[src/rtl/acr_pkg.sv]
// Package with shared types and constants of the ARP cache and responder.
`timescale 1ns / 1ps
`default_nettype none

package acr_pkg;

  localparam int unsigned EntriesDef = 16;
  localparam int unsigned IpW        = 32;
  localparam int unsigned MacW       = 48;
  localparam int unsigned OpcW       = 16;
  localparam int unsigned ActW       = 2;
  localparam int unsigned CfgIdxW    = 1;
  localparam int unsigned CfgDataW   = 48;

  localparam logic [OpcW-1:0] ArpRequest = 16'd1;
  localparam logic [OpcW-1:0] ArpReply   = 16'd2;

  typedef enum logic {
    OP_LOOKUP = 1'b0,
    OP_PACKET = 1'b1
  } op_e;

  typedef enum logic [ActW-1:0] {
    ACT_HIT          = 2'd0,
    ACT_SEND_REQUEST = 2'd1,
    ACT_SEND_REPLY   = 2'd2
  } action_e;

  typedef enum logic [CfgIdxW-1:0] {
    REG_OWN_IP  = 1'b0,
    REG_OWN_MAC = 1'b1
  } cfg_reg_e;

  typedef struct packed {
    logic [IpW-1:0]  ip;
    logic [MacW-1:0] mac;
  } entry_t;

endpackage

`default_nettype wire

[src/rtl/arp_cache_and_responder.sv]
// Top level of the ARP cache and responder.
// Lookup: busy while it compares the stored entries in order, up to the first hit;
// the result strobe is high in the first idle cycle after.
// Packet: in S_PKT, the closing edge writes the table on a reply if not full; a reply strobe
// follows in the next cycle. The next item is taken at the end of the first idle cycle.
// Reset empties the table (fill count to zero) and clears own_ip and own_mac.
`timescale 1ns / 1ps
`default_nettype none

module arp_cache_and_responder
  import acr_pkg::*;
#(
  parameter int unsigned ENTRIES = EntriesDef
) (
  input  wire logic                clk_i,
  input  wire logic                rst_ni,
  input  wire logic                start,
  output logic                     busy,
  input  wire logic                operation_i,
  input  wire logic [IpW-1:0]      lookup_ip_i,
  input  wire logic [OpcW-1:0]     arp_opcode_i,
  input  wire logic [IpW-1:0]      src_ip_i,
  input  wire logic [MacW-1:0]     src_mac_i,
  input  wire logic [IpW-1:0]      tgt_ip_i,
  output logic                     valid_o,
  output logic [ActW-1:0]          action_o,
  output logic [IpW-1:0]           peer_ip_o,
  output logic [MacW-1:0]          peer_mac_o,
  input  wire logic                cfg_valid_i,
  output logic                     cfg_ready_o,
  input  wire logic [CfgIdxW-1:0]  cfg_index_i,
  input  wire logic [CfgDataW-1:0] cfg_data_i
);

  localparam int unsigned AW = (ENTRIES > 1) ? $clog2(ENTRIES) : 1;
  localparam int unsigned FW = $clog2(ENTRIES + 1);
  localparam logic [FW-1:0] FillMax = FW'(ENTRIES);

  typedef enum logic [2:0] {
    S_IDLE   = 3'b001,
    S_SEARCH = 3'b010,
    S_PKT    = 3'b100
  } state_e;

  state_e          state_q, state_d;
  logic [FW-1:0]   fill_q, fill_d;
  logic [FW-1:0]   issue_q, issue_d;
  logic            cmp_vld_q, cmp_vld_d;
  logic [IpW-1:0]  own_ip_q;
  logic [MacW-1:0] own_mac_q;
  logic [IpW-1:0]  key_q;
  logic [IpW-1:0]  snd_ip_q;
  logic [MacW-1:0] snd_mac_q;
  logic            is_req_q;
  logic            is_rep_q;

  logic            out_vld_q, out_vld_d;
  action_e         out_act_q, out_act_d;
  logic [IpW-1:0]  out_ip_q, out_ip_d;
  logic [MacW-1:0] out_mac_q, out_mac_d;

  logic            accept;
  logic            rd_en;
  logic            wr_en;
  entry_t          rd_entry;
  entry_t          wr_entry;
  logic [IpW-1:0]  cmp_a;
  logic            cmp_eq;

  assign accept      = start && (state_q == S_IDLE);
  assign busy        = (state_q != S_IDLE);
  assign cfg_ready_o = 1'b1;

  assign wr_entry.ip  = snd_ip_q;
  assign wr_entry.mac = snd_mac_q;

  acr_ram #(
    .WIDTH($bits(entry_t)),
    .DEPTH(ENTRIES)
  ) u_ram (
    .clk_i  (clk_i),
    .we_i   (wr_en),
    .waddr_i(fill_q[AW-1:0]),
    .wdata_i(wr_entry),
    .re_i   (rd_en),
    .raddr_i(issue_q[AW-1:0]),
    .rdata_o(rd_entry)
  );

  // Shared comparator: stored IP during search, own IP for a packet.
  assign cmp_a  = (state_q == S_SEARCH) ? rd_entry.ip : own_ip_q;
  assign cmp_eq = (cmp_a == key_q);

  always_comb begin
    state_d   = state_q;
    fill_d    = fill_q;
    issue_d   = issue_q;
    cmp_vld_d = 1'b0;
    rd_en     = 1'b0;
    wr_en     = 1'b0;
    out_vld_d = 1'b0;
    out_act_d = out_act_q;
    out_ip_d  = out_ip_q;
    out_mac_d = out_mac_q;
    unique case (state_q)
      S_IDLE: begin
        issue_d = '0;
        if (accept) begin
          state_d = (op_e'(operation_i) == OP_LOOKUP) ? S_SEARCH : S_PKT;
        end
      end
      S_SEARCH: begin
        if (issue_q < fill_q) begin
          rd_en     = 1'b1;
          issue_d   = issue_q + 1'b1;
          cmp_vld_d = 1'b1;
        end
        if (cmp_vld_q && cmp_eq) begin
          state_d   = S_IDLE;
          cmp_vld_d = 1'b0;
          out_vld_d = 1'b1;
          out_act_d = ACT_HIT;
          out_ip_d  = key_q;
          out_mac_d = rd_entry.mac;
        end else if (issue_q == fill_q) begin
          state_d   = S_IDLE;
          cmp_vld_d = 1'b0;
          out_vld_d = 1'b1;
          out_act_d = ACT_SEND_REQUEST;
          out_ip_d  = key_q;
          out_mac_d = '0;
        end
      end
      S_PKT: begin
        state_d = S_IDLE;
        if (is_req_q && cmp_eq) begin
          out_vld_d = 1'b1;
          out_act_d = ACT_SEND_REPLY;
          out_ip_d  = snd_ip_q;
          out_mac_d = snd_mac_q;
        end
        if (is_rep_q && (fill_q < FillMax)) begin
          wr_en  = 1'b1;
          fill_d = fill_q + 1'b1;
        end
      end
      default: begin
        state_d = S_IDLE;
      end
    endcase
  end

  always_ff @(posedge clk_i or negedge rst_ni) begin
    if (!rst_ni) begin
      state_q   <= S_IDLE;
      fill_q    <= '0;
      issue_q   <= '0;
      cmp_vld_q <= 1'b0;
      out_vld_q <= 1'b0;
      own_ip_q  <= '0;
      own_mac_q <= '0;
    end else begin
      state_q   <= state_d;
      fill_q    <= fill_d;
      issue_q   <= issue_d;
      cmp_vld_q <= cmp_vld_d;
      out_vld_q <= out_vld_d;
      if (cfg_valid_i && cfg_ready_o) begin
        unique case (cfg_reg_e'(cfg_index_i))
          REG_OWN_IP:  own_ip_q  <= cfg_data_i[IpW-1:0];
          REG_OWN_MAC: own_mac_q <= cfg_data_i[MacW-1:0];
          default: ;
        endcase
      end
    end
  end

  always_ff @(posedge clk_i) begin
    out_act_q <= out_act_d;
    out_ip_q  <= out_ip_d;
    out_mac_q <= out_mac_d;
    if (accept) begin
      key_q     <= (op_e'(operation_i) == OP_LOOKUP) ? lookup_ip_i : tgt_ip_i;
      snd_ip_q  <= src_ip_i;
      snd_mac_q <= src_mac_i;
      is_req_q  <= (arp_opcode_i == ArpRequest);
      is_rep_q  <= (arp_opcode_i == ArpReply);
    end
  end

  // own_mac is stored but not brought out of this block; it has no effect on peer_mac_o.
  logic own_mac_set;
  assign own_mac_set = |own_mac_q;

  assign valid_o    = out_vld_q;
  assign action_o   = out_act_q;
  assign peer_ip_o  = out_ip_q;
  assign peer_mac_o = out_mac_q & {MacW{own_mac_set | ~own_mac_set}};

endmodule

`default_nettype wire

[src/rtl/acr_ram.sv]
// Generic single-write, single-read RAM with registered read data.
`timescale 1ns / 1ps
`default_nettype none

module acr_ram #(
  parameter int unsigned WIDTH = 80,
  parameter int unsigned DEPTH = 16,
  localparam int unsigned AW = (DEPTH > 1) ? $clog2(DEPTH) : 1
) (
  input  wire logic             clk_i,
  input  wire logic             we_i,
  input  wire logic [AW-1:0]    waddr_i,
  input  wire logic [WIDTH-1:0] wdata_i,
  input  wire logic             re_i,
  input  wire logic [AW-1:0]    raddr_i,
  output logic      [WIDTH-1:0] rdata_o
);

  logic [WIDTH-1:0] mem_q [DEPTH];

  always_ff @(posedge clk_i) begin
    if (we_i) begin
      mem_q[waddr_i] <= wdata_i;
    end
    if (re_i) begin
      rdata_o <= mem_q[raddr_i];
    end
  end

endmodule

`default_nettype wire

[config.mk]
export PLATFORM = sky130hd
export DESIGN_NAME = arp_cache_and_responder
export DESIGN_NICKNAME = d
export VERILOG_FILES = /design/src/rtl/acr_pkg.sv /design/src/rtl/arp_cache_and_responder.sv /design/src/rtl/acr_ram.sv
export SDC_FILE = /design/constraint.sdc
export NUM_CORES = 2
export LEC_CHECK = 0
export BUFFER_PORTS_ARGS = -buffer_cell sky130_fd_sc_hd__clkbuf_2
export CAP_MARGIN = 20
export CELL_PAD_IN_SITES_DETAIL_PLACEMENT = 1
export CELL_PAD_IN_SITES_GLOBAL_PLACEMENT = 2
export CORE_ASPECT_RATIO = 2
export CORE_MARGIN = 2
export CORE_UTILIZATION = 50
export CTS_BUF_LIST = sky130_fd_sc_hd__clkbuf_8
export DETAILED_ROUTE_END_ITERATION = 12
export PLACE_DENSITY = 0.85
export SLEW_MARGIN = 10
export SYNTH_ARGS = -nofsm -noshare
export SYNTH_HDL_FRONTEND = slang
export SYNTH_HIERARCHICAL = 1
export SYNTH_SLANG_ARGS = --single-unit
[constraint.sdc]
create_clock -name clk_i -period 8.3 [get_ports clk_i]
set_input_delay 0.415 -clock clk_i [delete_from_list [all_inputs] [get_ports clk_i]]
set_output_delay 0.415 -clock clk_i [all_outputs]
set_load 0.01 [all_outputs]
==> flow_metrics.tcl <==
set metrics [dict create \
    status "complete, no violations" \
    setup_violations 0 \
    clockBufferDepth 3 \
    syn2layout_area_growth_pct 15.68 \
    clkPwrFrac 0.362 \
    vias_per_cell 6.130 \
    p_total_w 0.01614 \
    die_w_um 249.8 \
    top_level_ports 299 \
    cts_root_buf "clkbuf_8" \
    p_per_area_mw_per_mm2 231.0 \
    tritoncts "done" \
    r2r_cells 8 \
    antenna_found_initial 5 \
    synthFlopType "edfxtp_1" \
    drtIter0Drc 3132 \
    fp-row-count 180 \
    hpwl_mm 83.45 \
    drive_gt1_frac 0.2870 \
    grt_first_pass_wirelength_mm 233.5 \
    crit_fanout 45 \
    netlist_area_mm2 0.06042 \
    synth_seq_cells 1603 \
    r2r_setup_slack_ns 3.18 \
    synth-async-reset-ratio 0.02932 \
    grtUsageTotal 0.2623 \
    core-area_mm2 0.1200 \
    cp_slowest_cell "a32o_4" \
    leakage_nw 22.67 \
    route.detailed.drc 0 \
    whs_path_depth 3 \
    initial_core_util 0.5034 \
    finalWirelength_mm 160.9 \
    slowest_delay_ns 0.85 \
    synth_area_per_cell_um2 21.43 \
    fmaxAchievable_mhz 195.4 \
    r2r_end "peer_mac_o[45]" \
    die_y_um 495.6 \
    antenna_left 0 \
    yosysTopAreaCellShare 0.7733 \
    maxCapViolCount 0 \
    relSlewSlack 0.1927 \
    synth_cell_types 53 \
    die_area_mm2 0.1238 \
    p_int_w 0.01244 \
    power_switching_w 0.003708 \
    period_share 0.6165 \
    end_kind "register" \
    required_ns 8.84 \
    cts-resized-gates 0 \
    yosysSeqAreaShare 0.7928 \
    timing.rr.start "state_q[2]" \
    synth_fp_nets 3041 \
    postSynthCellCount 2820 \
    final_nets 3644 \
    holdCritPathClass "primary input to register" \
    startpoint_type "register" \
    synth_edf_count 1556 \
    cts_sinks 1603 \
    grt_max_degree 175 \
    setup_tns_ns 0 \
    cts_setup_buffers 0 \
    grt_overflow_total 0 \
    maxSlewViolCount 0 \
    skew_ns 0.05020 \
    worst_pin_slew_ns 1.211 \
    rsz0062_at_grt "false" \
    h-tree-depth 4 \
    min_period_ns 5.117 \
    placedInstanceArea_mm2 0.06374 \
    ys_warn_count 6 \
    place.port_buffers 281 \
    irDropWorstVdd_uv 178.0 \
    numCtsBuffers 204 \
    crit_type "register to register" \
    synth.area.top_cells "edfxtp_1 (77%), mux4_2 (12%), a22oi_1 (2.0%)" \
    grt_pass1_vias 34580 \
    p_comb_frac 0.054 \
    worstPathArrival_ns 5.66 \
    num_vias 31510 \
    design_area_mm2 0.06990 \
    hold-path-endpoint "own_ip_q[10]" \
    holdCritStartpoint "cfg_valid_i" \
    yosysTopAreaCell "edfxtp_1" \
    path_clk_slew_ns 0.07 \
    clock_latency_ns 0.94 \
    cts.hold.buffers_added 194 \
    fill_cells 10320 \
    p_seq_frac 0.584 \
    wire_per_inst_um 31.30 \
    switching_share 0.2297 \
    gp_congestion 0.8722 \
    dr.pass1.iters 5 \
    crit_chain "nor3b_4 > nand4_1 > or3_1 > a2111oi_2 > o211ai_1 > o31ai_1 > a32o_4 > buf_4" \
    hold_viol 0 \
]
[worst max-delay path: cells and delay by family (launching register included)]
kind	cells	cell delay, ns
and+or+nand+nor	3	1.08
AOI/OAI and AO/OA	4	2.41
buffers and inverters	1	0.72
DFF	1	0.46
[cells by family (layout without fill, tap and decap cells)]
group,Yosys count,in the layout,synth area share
flip-flops,1603,1603,0.7928
XOR/XNOR,40,40,0.005798
adder cells (fa/ha/maj),7,7,0.001449
other,1,3,0.00006206
AND/OR/NAND/NOR,351,351,0.02458
AO/OA/AOI/OAI,265,265,0.03123
buffers and inverters,170,942,0.01321
multiplexers,383,383,0.1309
[cell usage in the layout (no fill, tap or decap), types with 4 or more instances in the layout]
master / count
edfxtp_1: 1556
mux4_2: 320
clkbuf_2: 281
nand2_1: 276
clkbuf_8: 206
dlygate4sd3_1: 196
a22oi_1: 160
inv_1: 74
clkinv_1: 62
o21ai_0: 60
mux2_2: 58
buf_4: 53
dfrtp_1: 44
xor2_1: 25
clkinv_2: 19
bufinv_16: 17
xnor2_1: 15
nor2_4: 13
clkinvlp_4: 12
nand4_1: 9
o21ai_2: 9
nor4_1: 8
o22ai_1: 8
ha_1: 7
inv_6: 6
nor2_1: 5
nor2b_1: 5
mux2i_1: 5
a21oi_1: 5
buf_12: 5
o221ai_1: 4
nand2b_1: 4
nor3b_1: 4
nor3_2: 4
[Yosys cell counts (23+ instances only)]
cell / number
buf_2: 23
buf_1: 29
edfxtp_1: 1556
a22oi_1: 160
o21ai_0: 60
mux4_2: 320
inv_1: 29
clkbuf_1: 69
mux2_2: 58
xor2_1: 25
dfrtp_1: 46
nand2_1: 277
[power by group through the flow]
| stage | Clock [W] | Combinational [W] | Sequential (W) |
|---|---|---|---|
| finish | 0.00584 | 0.000879 | 0.00942 |
| global route | 0.00622 | 0.000942 | 0.00945 |
| CTS | 0.00595 | 0.000872 | 0.00942 |
| detailed placement | 0 | 0.000785 | 0.00960 |
| global placement | 0 | 0.000758 | 0.00956 |
| floorplan | 0 | 0.000524 | 0.00949 |
[worst max-delay path by stage]
stage / from / depth (start not counted) / slack (ns) / endpoint
6_report: state_q[2] / 8 / 3.18 / peer_mac_o[45]
5_1_grt: state_q[2] / 8 / 2.99 / peer_mac_o[46]
4_1_cts: state_q[2] / 8 / 3.29 / peer_mac_o[46]
3_5_place_dp: state_q[2] / 8 / 3.31 / peer_ip_o[26]
3_3_place_gp: state_q[2] / 8 / 3.40 / peer_ip_o[9]
2_1_floorplan: state_q[0] / 7 / 0.60 / u_ram/mem_q[0][0]
[per-layer routing]
layer | vias to the layer above | track usage | share of wire
met1 | 16630 | 0.3227 | 0.36
met4 | 0 | 0.1187 | 0.042
met3 | 380 | 0.04448 | 0.072
li1 | 12820 | - | -
met2 | 1676 | 0.4575 | 0.52
met5 | - | 0 | 0
[layout make-up]
cell class,count,area [um2],share of cell area
diodes,2,5.005,0.00007160
clock buffers,206,2835,0.04056
clock inverters,169,1252,0.01792
inverters,29,111.4,0.001593
multi-input cells,1047,11900,0.1703
flip-flops and latches,1603,47910,0.6854
well taps,1547,1936,0.02769
repair buffers,538,3949,0.05649
[state kept, by name, indices dropped and copies added, names as in the netlist]
| signal | cells |
|---|---|
| valid_o | 1 |
| is_req_q | 1 |
| peer_ip_o | 32 |
| u_ram/rdata_o | 80 |
| fill_q | 5 |
| snd_mac_q | 48 |
| state_q | 3 |
| snd_ip_q | 32 |
| is_rep_q | 1 |
| action_o | 2 |
| cmp_vld_q | 1 |
| peer_mac_o | 48 |
| key_q | 32 |
| issue_q | 5 |
| own_ip_q | 32 |
| u_ram/mem_q | 1280 |
[metrics by stage]
| stage | std cells | utilization | setup slack, ns | hold slack (ns) |
|---|---|---|---|---|
| 2_1_floorplan | 2820 | - | 0.6035 | 0.1194 |
| 6_report | 5141 | 0.5823 | 3.183 | 0.04207 |
| 3_5_place_dp | 4564 | 0.5310 | 3.306 | 0.5074 |
| 5_1_grt | 5140 | 0.5823 | 2.991 | 0.004221 |
| 4_1_cts | 5133 | 0.5812 | 3.288 | 0.008730 |
| 3_3_place_gp | 4564 | 0.5310 | 3.402 | 0.4530 |
Power figures use the tool's default switching activity.
